### src/rtl/mfp_pkg.sv
// Package for the meter frame parser: parser phase type, result kinds,
// error codes, register indexes and register reset values.
// No dependencies.
package mfp_pkg;

   // Parser phase: one per field of the frame layout, plus ST_SKIP for the rest of a buffer.
   typedef enum logic [3:0] {
      ST_SEEK   = 4'd0,
      ST_ADDR   = 4'd1,
      ST_START2 = 4'd2,
      ST_CTRL   = 4'd3,
      ST_LEN    = 4'd4,
      ST_DATA   = 4'd5,
      ST_CSUM   = 4'd6,
      ST_END    = 4'd7,
      ST_SKIP   = 4'd8
   } phase_type;

   // Result kinds.
   localparam logic [1:0] KIND_DATA   = 2'd0;
   localparam logic [1:0] KIND_ACCEPT = 2'd1;
   localparam logic [1:0] KIND_REJECT = 2'd2;

   // Verdict error codes.
   localparam logic [2:0] ERR_NONE      = 3'd0;
   localparam logic [2:0] ERR_NO_START  = 3'd1;
   localparam logic [2:0] ERR_START2    = 3'd2;
   localparam logic [2:0] ERR_TRUNCATED = 3'd3;
   localparam logic [2:0] ERR_CHECKSUM  = 3'd4;
   localparam logic [2:0] ERR_END       = 3'd5;

   // Register indexes (byte address divided by four).
   localparam logic [1:0] REG_START_MARKER = 2'd0;
   localparam logic [1:0] REG_END_MARKER   = 2'd1;
   localparam logic [1:0] REG_DATA_OFFSET  = 2'd2;

   // Register reset values.
   localparam logic [7:0] START_MARKER_RESET = 8'h68;
   localparam logic [7:0] END_MARKER_RESET   = 8'h16;
   localparam logic [7:0] DATA_OFFSET_RESET  = 8'h33;

   // Number of address bytes in a frame.
   localparam logic [2:0] ADDR_BYTES = 3'd6;

endpackage

### src/rtl/meter_frame_parser.sv
// Meter frame parser top level: byte stream in, decoded data bytes and
// frame verdicts out, with an APB-style register port.
// Depends on mfp_pkg.
//
// Channel   Direction  Transaction
// req_      in         one received byte; tlast marks the last byte of a buffer
// rsp_      out        one data byte or one frame verdict; tuser holds the kind
// csr_      in/out     register write or read, three 8-bit registers
//
// The parser state and the result register are updated at the edge that
// accepts the byte, so a byte can enter every cycle while req_tready is high.
// The result register is the only buffer; req_tready drops only while a
// result is held and rsp_tready is low. Reset is synchronous and active high
// and clears the phase, the frame fields and the registers to their defaults.
module meter_frame_parser (
   input  logic        clock,
   input  logic        reset,
   // Byte stream.
   input  logic        req_tvalid,
   output logic        req_tready,
   input  logic [7:0]  req_tdata,   // [7:0] rx_byte
   input  logic        req_tlast,   // buffer_last
   // Results.
   output logic        rsp_tvalid,
   input  logic        rsp_tready,
   // [7:0] data_byte, [55:8] meter_address, [63:56] control_code,
   // [71:64] payload_length, [74:72] error_code, [79:75] zero
   output logic [79:0] rsp_tdata,
   output logic [1:0]  rsp_tuser,   // [1:0] kind
   // Register port.
   input  logic        csr_psel,
   input  logic        csr_penable,
   input  logic        csr_pwrite,
   input  logic [3:0]  csr_paddr,
   input  logic [31:0] csr_pwdata,
   output logic [31:0] csr_prdata,
   output logic        csr_pready
);
   import mfp_pkg::*;

   // Configuration registers.
   logic [7:0] start_marker_ff;
   logic [7:0] end_marker_ff;
   logic [7:0] data_offset_ff;

   // Parser state.
   phase_type  phase_ff, phase_in;
   logic [7:0] field_count_ff, field_count_in;
   logic [7:0] sum_acc_ff, sum_acc_in;
   logic [47:0] addr_ff, addr_in;
   logic [7:0] ctrl_ff, ctrl_in;
   logic [7:0] len_ff, len_in;
   logic       sum_bad_ff, sum_bad_in;

   // Result register.
   logic        rsp_valid_ff, rsp_valid_in;
   logic [1:0]  kind_ff, kind_in;
   logic [7:0]  data_byte_ff, data_byte_in;
   logic [47:0] out_addr_ff, out_addr_in;
   logic [7:0]  out_ctrl_ff, out_ctrl_in;
   logic [7:0]  out_len_ff, out_len_in;
   logic [2:0]  err_ff, err_in;

   logic       req_accept;
   logic       csr_write;
   logic       emit;
   logic       verdict;
   logic [2:0] verdict_err;
   logic [7:0] b;
   logic       last;
   logic [7:0] count_inc;

   assign b         = req_tdata;
   assign last      = req_tlast;
   assign count_inc = field_count_ff + 8'd1;

   // A byte is taken whenever the result register is free or being drained.
   assign req_tready = !rsp_valid_ff || rsp_tready;
   assign req_accept = req_tvalid && req_tready;

   // Register port: writes in the access phase, reads return the value.
   assign csr_pready = 1'b1;
   assign csr_write  = csr_psel && csr_penable && csr_pwrite && csr_pready;

   always_comb begin
      case (csr_paddr[3:2])
         REG_START_MARKER: csr_prdata = {24'd0, start_marker_ff};
         REG_END_MARKER:   csr_prdata = {24'd0, end_marker_ff};
         REG_DATA_OFFSET:  csr_prdata = {24'd0, data_offset_ff};
         default:          csr_prdata = 32'd0;
      endcase
   end

   always_ff @(posedge clock) begin
      if (reset) begin
         start_marker_ff <= START_MARKER_RESET;
         end_marker_ff   <= END_MARKER_RESET;
         data_offset_ff  <= DATA_OFFSET_RESET;
      end else if (csr_write) begin
         case (csr_paddr[3:2])
            REG_START_MARKER: start_marker_ff <= csr_pwdata[7:0];
            REG_END_MARKER:   end_marker_ff   <= csr_pwdata[7:0];
            REG_DATA_OFFSET:  data_offset_ff  <= csr_pwdata[7:0];
            default: ;
         endcase
      end
   end

   // Frame parser: next state and the result for the current byte.
   always_comb begin
      phase_in       = phase_ff;
      field_count_in = field_count_ff;
      sum_acc_in     = sum_acc_ff;
      addr_in        = addr_ff;
      ctrl_in        = ctrl_ff;
      len_in         = len_ff;
      sum_bad_in     = sum_bad_ff;
      emit           = 1'b0;
      verdict        = 1'b0;
      verdict_err    = ERR_NONE;
      kind_in        = KIND_DATA;
      data_byte_in   = 8'd0;
      out_addr_in    = 48'd0;
      out_ctrl_in    = 8'd0;
      out_len_in     = 8'd0;
      err_in         = ERR_NONE;

      case (phase_ff)
         ST_SEEK: begin
            if (b != start_marker_ff) begin
               verdict     = last;
               verdict_err = ERR_NO_START;
            end else begin
               field_count_in = 8'd0;
               addr_in        = 48'd0;
               ctrl_in        = 8'd0;
               len_in         = 8'd0;
               sum_bad_in     = 1'b0;
               sum_acc_in     = b;
               phase_in       = ST_ADDR;
               verdict        = last;
               verdict_err    = ERR_TRUNCATED;
            end
         end
         ST_ADDR: begin
            // Address bytes shift in from the top, so the first lands lowest.
            addr_in    = {b, addr_ff[47:8]};
            sum_acc_in = sum_acc_ff + b;
            if (count_inc >= {5'd0, ADDR_BYTES}) begin
               field_count_in = 8'd0;
               phase_in       = ST_START2;
            end else begin
               field_count_in = count_inc;
            end
            verdict     = last;
            verdict_err = ERR_TRUNCATED;
         end
         ST_START2: begin
            if (b != start_marker_ff) begin
               verdict     = 1'b1;
               verdict_err = ERR_START2;
            end else begin
               sum_acc_in  = sum_acc_ff + b;
               phase_in    = ST_CTRL;
               verdict     = last;
               verdict_err = ERR_TRUNCATED;
            end
         end
         ST_CTRL: begin
            ctrl_in     = b;
            sum_acc_in  = sum_acc_ff + b;
            phase_in    = ST_LEN;
            verdict     = last;
            verdict_err = ERR_TRUNCATED;
         end
         ST_LEN: begin
            len_in         = b;
            sum_acc_in     = sum_acc_ff + b;
            field_count_in = 8'd0;
            phase_in       = (b == 8'd0) ? ST_CSUM : ST_DATA;
            verdict        = last;
            verdict_err    = ERR_TRUNCATED;
         end
         ST_DATA: begin
            if (last) begin
               verdict     = 1'b1;
               verdict_err = ERR_TRUNCATED;
            end else begin
               sum_acc_in     = sum_acc_ff + b;
               field_count_in = count_inc;
               if (count_inc >= len_ff) begin
                  phase_in = ST_CSUM;
               end
               emit         = 1'b1;
               kind_in      = KIND_DATA;
               data_byte_in = b - data_offset_ff;
            end
         end
         ST_CSUM: begin
            if (last) begin
               verdict     = 1'b1;
               verdict_err = ERR_TRUNCATED;
            end else begin
               sum_bad_in = (b != sum_acc_ff);
               phase_in   = ST_END;
            end
         end
         ST_END: begin
            verdict = 1'b1;
            if (sum_bad_ff) begin
               verdict_err = ERR_CHECKSUM;
            end else if (b != end_marker_ff) begin
               verdict_err = ERR_END;
            end else begin
               verdict_err = ERR_NONE;
            end
         end
         ST_SKIP: begin
            if (last) begin
               field_count_in = 8'd0;
               sum_acc_in     = 8'd0;
               addr_in        = 48'd0;
               ctrl_in        = 8'd0;
               len_in         = 8'd0;
               sum_bad_in     = 1'b0;
               phase_in       = ST_SEEK;
            end
         end
         default: begin
            phase_in = ST_SEEK;
         end
      endcase

      // A verdict closes the frame and clears the frame fields.
      if (verdict) begin
         emit = 1'b1;
         if (verdict_err == ERR_NONE) begin
            kind_in     = KIND_ACCEPT;
            out_addr_in = addr_ff;
            out_ctrl_in = ctrl_ff;
            out_len_in  = len_ff;
         end else begin
            kind_in = KIND_REJECT;
            err_in  = verdict_err;
         end
         data_byte_in   = 8'd0;
         field_count_in = 8'd0;
         sum_acc_in     = 8'd0;
         addr_in        = 48'd0;
         ctrl_in        = 8'd0;
         len_in         = 8'd0;
         sum_bad_in     = 1'b0;
         phase_in       = last ? ST_SEEK : ST_SKIP;
      end
   end

   // Result valid: loaded on each accepted byte, cleared once taken.
   always_comb begin
      rsp_valid_in = rsp_valid_ff;
      if (req_accept) begin
         rsp_valid_in = emit;
      end else if (rsp_tready) begin
         rsp_valid_in = 1'b0;
      end
   end

   // Parser state and result valid.
   always_ff @(posedge clock) begin
      if (reset) begin
         phase_ff       <= ST_SEEK;
         field_count_ff <= 8'd0;
         sum_acc_ff     <= 8'd0;
         addr_ff        <= 48'd0;
         ctrl_ff        <= 8'd0;
         len_ff         <= 8'd0;
         sum_bad_ff     <= 1'b0;
         rsp_valid_ff   <= 1'b0;
      end else begin
         rsp_valid_ff <= rsp_valid_in;
         if (req_accept) begin
            phase_ff       <= phase_in;
            field_count_ff <= field_count_in;
            sum_acc_ff     <= sum_acc_in;
            addr_ff        <= addr_in;
            ctrl_ff        <= ctrl_in;
            len_ff         <= len_in;
            sum_bad_ff     <= sum_bad_in;
         end
      end
   end

   // Result payload, loaded when a byte produces a result.
   always_ff @(posedge clock) begin
      if (req_accept && emit) begin
         kind_ff      <= kind_in;
         data_byte_ff <= data_byte_in;
         out_addr_ff  <= out_addr_in;
         out_ctrl_ff  <= out_ctrl_in;
         out_len_ff   <= out_len_in;
         err_ff       <= err_in;
      end
   end

   assign rsp_tvalid = rsp_valid_ff;
   assign rsp_tuser  = kind_ff;
   assign rsp_tdata  = {5'd0, err_ff, out_len_ff, out_ctrl_ff, out_addr_ff, data_byte_ff};

endmodule

### config.mk
export PLATFORM = sky130hd
export DESIGN_NAME = meter_frame_parser
export DESIGN_NICKNAME = d
export VERILOG_FILES = /design/src/rtl/mfp_pkg.sv /design/src/rtl/meter_frame_parser.sv
export SDC_FILE = /design/constraint.sdc
export NUM_CORES = 1
export LEC_CHECK = 0
export BUFFER_PORTS_ARGS = -buffer_cell sky130_fd_sc_hd__buf_2
export CAP_MARGIN = 20
export CORE_MARGIN = 2
export CORE_UTILIZATION = 49
export CTS_BUF_LIST = sky130_fd_sc_hd__clkbuf_4
export DETAILED_ROUTE_END_ITERATION = 7
export PLACE_DENSITY = 0.72
export REMOVE_ABC_BUFFERS = 1
export SLEW_MARGIN = 20
export SYNTH_ARGS = -nofsm -noshare
export SYNTH_HDL_FRONTEND = slang
export SYNTH_SLANG_ARGS = --single-unit
export TNS_END_PERCENT = 10
### constraint.sdc
create_clock -name clock -period 8.1 [get_ports clock]
set_input_delay 1.215 -clock clock [delete_from_list [all_inputs] [get_ports clock]]
set_output_delay 1.215 -clock clock [all_outputs]
set_load 0.02 [all_outputs]
==> metrics.log <==
INFO  metric run_status = finished, final reports clean
INFO  metric postSynthAreaPerCell = 10.8 um2
INFO  metric synth_enable_flop_cells = 77
INFO  metric drt_iter0_markers = 544
INFO  metric rsz_0062_raised_after_global_routing = false
INFO  metric clk-insertion-delay-late = 0.61 ns
INFO  metric fp.dieH = 138 um
INFO  metric critPathMaxStageDelay = 0.86 ns
INFO  metric proportion_of_layout_cells_with_a_drive_suffix_above_1 = 0.201
INFO  metric post_cts_hold_buffer_count = 0
INFO  metric most_frequent_cells_in_the_layout = sky130_fd_sc_hd__buf_2, sky130_fd_sc_hd__dfxtp_1, sky130_fd_sc_hd__edfxtp_1
INFO  metric cts-root-buf = sky130_fd_sc_hd__clkbuf_4
INFO  metric grt_pass1_wl = 28,800 um
INFO  metric number_of_levels_the_h_tree_was_split_into = 4
INFO  metric path_class = register to register
INFO  metric gr-usage-all-layers = 0.195
INFO  metric setup_total_negative_slack = 0 ns
INFO  metric postSynth.topFlopCell = sky130_fd_sc_hd__dfxtp_1
INFO  metric grt_start_max_net_pins = a little over 70
INFO  metric worstMarginPinSlew = 1.03 ns
INFO  metric hold_viol = 0
INFO  metric dp_hpwl = 11,900 um
INFO  metric detailed_routing_iteration_count_for_the_pre_antenna_repair_pass = 5
INFO  metric buffer_ports.inserted = 112
INFO  metric core.rowCount = 48
INFO  metric total_leakage_power = a little over 0.004 uW
INFO  metric worst_setup_slack_after_layout = roughly 4.0 ns
INFO  metric grt_pass1_vias = 5,647
INFO  metric numCtsBuffers = 17
INFO  metric critical_path.cell_chain = nand2_1 -> or3_1 -> o21ai_0 -> a31oi_1 -> a21oi_4 -> buf_4
INFO  metric cp.buffers_inverters = 1
INFO  metric worst_hold_path_type = register to register
INFO  metric commonest_non_fill_non_tap_cell_in_the_layout = sky130_fd_sc_hd__buf_2
INFO  metric placed_cell_area = 9250 um2
INFO  metric largest_delay_contributor_family_on_the_critical_path = compound AO/OA/AOI/OAI gates
INFO  metric placement.setup.worst_slack = 3.86 ns
INFO  metric fillers = 1,538
INFO  metric cp-start-kind = register
INFO  metric max_fo_critical_path = 51
INFO  metric setup_violations = 0
INFO  metric clock_sink_total = ~190
INFO  metric skew = 0.0285 ns
INFO  metric postCtsSetupBuffers = 0
INFO  metric via_per_inst = 5.57
INFO  metric initial_utilization = 0.504
INFO  metric seqCellArea = 4510 um2
INFO  metric diodes = 0
INFO  metric seq_area_frac_synth = 0.514
INFO  metric place.gp.congestion = 0.905
INFO  metric drc = 0
INFO  metric worstPathRequired = 8.35 ns
INFO  metric post-route-min-period = roughly 4 ns
INFO  metric post_synthesis_instance_total = 810
INFO  metric syn_area = 8780 um2
INFO  metric antenna_violating_nets_left = 0
INFO  metric fp.coreArea = ~17,000 um2
INFO  metric globalRouteOverflowTotal = 0
INFO  metric layout.nets = between 900 and 1,000
INFO  metric clk_pin_slew_worst_paths = 0.16 ns
INFO  metric slew_viol_final = 0
INFO  metric max-cap-violations = 0
INFO  metric layout-area-overhead-vs-synth = 8.95%
INFO  metric vdd.ir_drop.worst = 0.0000972 V
INFO  metric drt-total-wl = 18,400 um
INFO  metric die_area = around 19,000 um2
INFO  metric relSlewSlack = 0.313
INFO  metric design_area = 9560 um2
INFO  metric max_clock_freq = 245 MHz
INFO  metric cts_tree = built
INFO  metric grt_antenna_before_repair = 1
INFO  metric timing.critical_path.arrival = 4.34 ns
INFO  metric multi_input_area = roughly 3700 um2
INFO  metric min_period_over_period = 0.504
INFO  metric critical_path.endpoint_type = register
INFO  metric cts_resized = 0
INFO  metric floorplan.io_pins = roughly 170
INFO  metric synth_warnings = 0
INFO  metric dieWidth = 138 um
INFO  metric post_synthesis_cell_type_count = 70
INFO  metric synth-async-reset-ratio = 0
INFO  metric p_per_area = between 150 and 200 nW/um2
INFO  metric synth.ff_latch_count = 187
INFO  metric via_count = 6,282
INFO  metric cts_max_path_buffers = 2
INFO  metric avgRoutedWirePerCell = 16.3 um
INFO  metric cp_slowest_cell = sky130_fd_sc_hd__dfxtp_1
==> where the power goes <==
part | switching [uW] | leakage (uW) | total (uW) | internal [uW]
sequential | 7.56 | 0.00163 | 1000 | 996
clock | 377 | 0.000167 | 527 | 150
combinational | 118 | 0.00223 | 166 | 47.5
total | 503 | 0.00402 | 1700 | 1190
==> cells by family after synthesis <==
family | count (synthesis) | synth area share
AO/OA/AOI/OAI | 182 | 0.155
XOR/XNOR | 34 | 0.0399
adder cells (fa/ha/maj) | 26 | 0.0388
buffers and inverters | 117 | 0.0768
flip-flops | 187 | 0.514
multiplexers | 24 | 0.0274
other | 2 | 0.000856
AND/OR/NAND/NOR | 238 | 0.147
==> Yosys cell counts, drive strengths merged (3+ instances only) <==
| library cell | number | area, um2 |
|---|---|---|
| a211o | 8 | 70.1 |
| a31oi | 4 | 25.0 |
| ha | 24 | 300 |
| nand2b | 6 | 37.5 |
| or2 | 3 | 21.3 |
| inv | 29 | 109 |
| nand2 | 41 | 156 |
| nor4 | 5 | 31.3 |
| xnor2 | 20 | 228 |
| xor2 | 14 | 123 |
| o2bb2ai | 7 | 61.3 |
| o22ai | 5 | 31.3 |
| and3 | 65 | 407 |
| clkbuf | 24 | 90.1 |
| nor2b | 12 | 75.1 |
| nor3 | 14 | 91.3 |
| nand3 | 21 | 105 |
| a22oi | 6 | 45.0 |
| dfxtp | 110 | 2200 |
| a22o | 63 | 552 |
| mux2i | 24 | 240 |
| or3 | 6 | 37.5 |
| edfxtp | 77 | 2310 |
| nor2 | 47 | 179 |
| nand3b | 3 | 22.5 |
| buf | 64 | 475 |
| o21ai | 26 | 130 |
| a211oi | 8 | 77.6 |
| nand4 | 5 | 43.8 |
| a21oi | 33 | 176 |
| o21bai | 3 | 22.5 |
| o211ai | 3 | 22.5 |
==> tightest hold or removal path: cells and delay by family (launching register included) <==
family	cells	cell delay, ns
flops	1	0.35
compound gates	1	0.05
simple gates	1	0.05
==> layer usage <==
layer	share of wire	routed length [um]	track usage
met1	0.46	8400	0.275
met5	0	0	0
met4	0.024	448	0.0748
met2	0.45	8270	0.292
met3	0.067	1230	0.0464
==> stage by stage <==
| stage | instances | util | hold slack (ns) | power (uW) |
|---|---|---|---|---|
| after floorplan | 750 | - | 0.430 | 1130 |
| after global placement | 1095 | 0.531 | 0.448 | 1190 |
| after detailed placement | 1095 | 0.531 | 0.453 | 1190 |
| after CTS | 1127 | 0.549 | 0.481 | 1710 |
| after global routing | 1127 | 0.549 | 0.499 | 1760 |
| final | 1127 | 0.549 | 0.473 | 1700 |
==> area by class of cell <==
class	instances	area share
sequential	187	0.472
tap	225	0.0294
inverter	29	0.0114
timing repair buffer	120	0.0649
clock inverter	15	0.0196
clock buffer	17	0.0133
multi-input combinational	534	0.389
==> final timing paths <==
kind,startpoint,endpoint,slack (ns),depth (start not counted)
min reg2reg,sum_acc_ff[4],sum_acc_ff[4],0.47,2
max reg2reg,phase_ff[1],out_addr_ff[43],4.02,6
max,phase_ff[1],out_addr_ff[43],4.02,6
min,sum_acc_ff[4],sum_acc_ff[4],0.47,2
==> state kept, by name (all words and copies together) (netlist names) <==
register	count
out_len_ff	8
field_count_ff	8
ctrl_ff	8
start_marker_ff	8
out_ctrl_ff	8
data_offset_ff	8
rsp_tuser	2
end_marker_ff	8
sum_bad_ff	1
err_ff	3
addr_ff	48
data_byte_ff	8
phase_ff	4
len_ff	8
sum_acc_ff	8
out_addr_ff	48
rsp_tvalid	1
(Power assumes the default switching activity.)
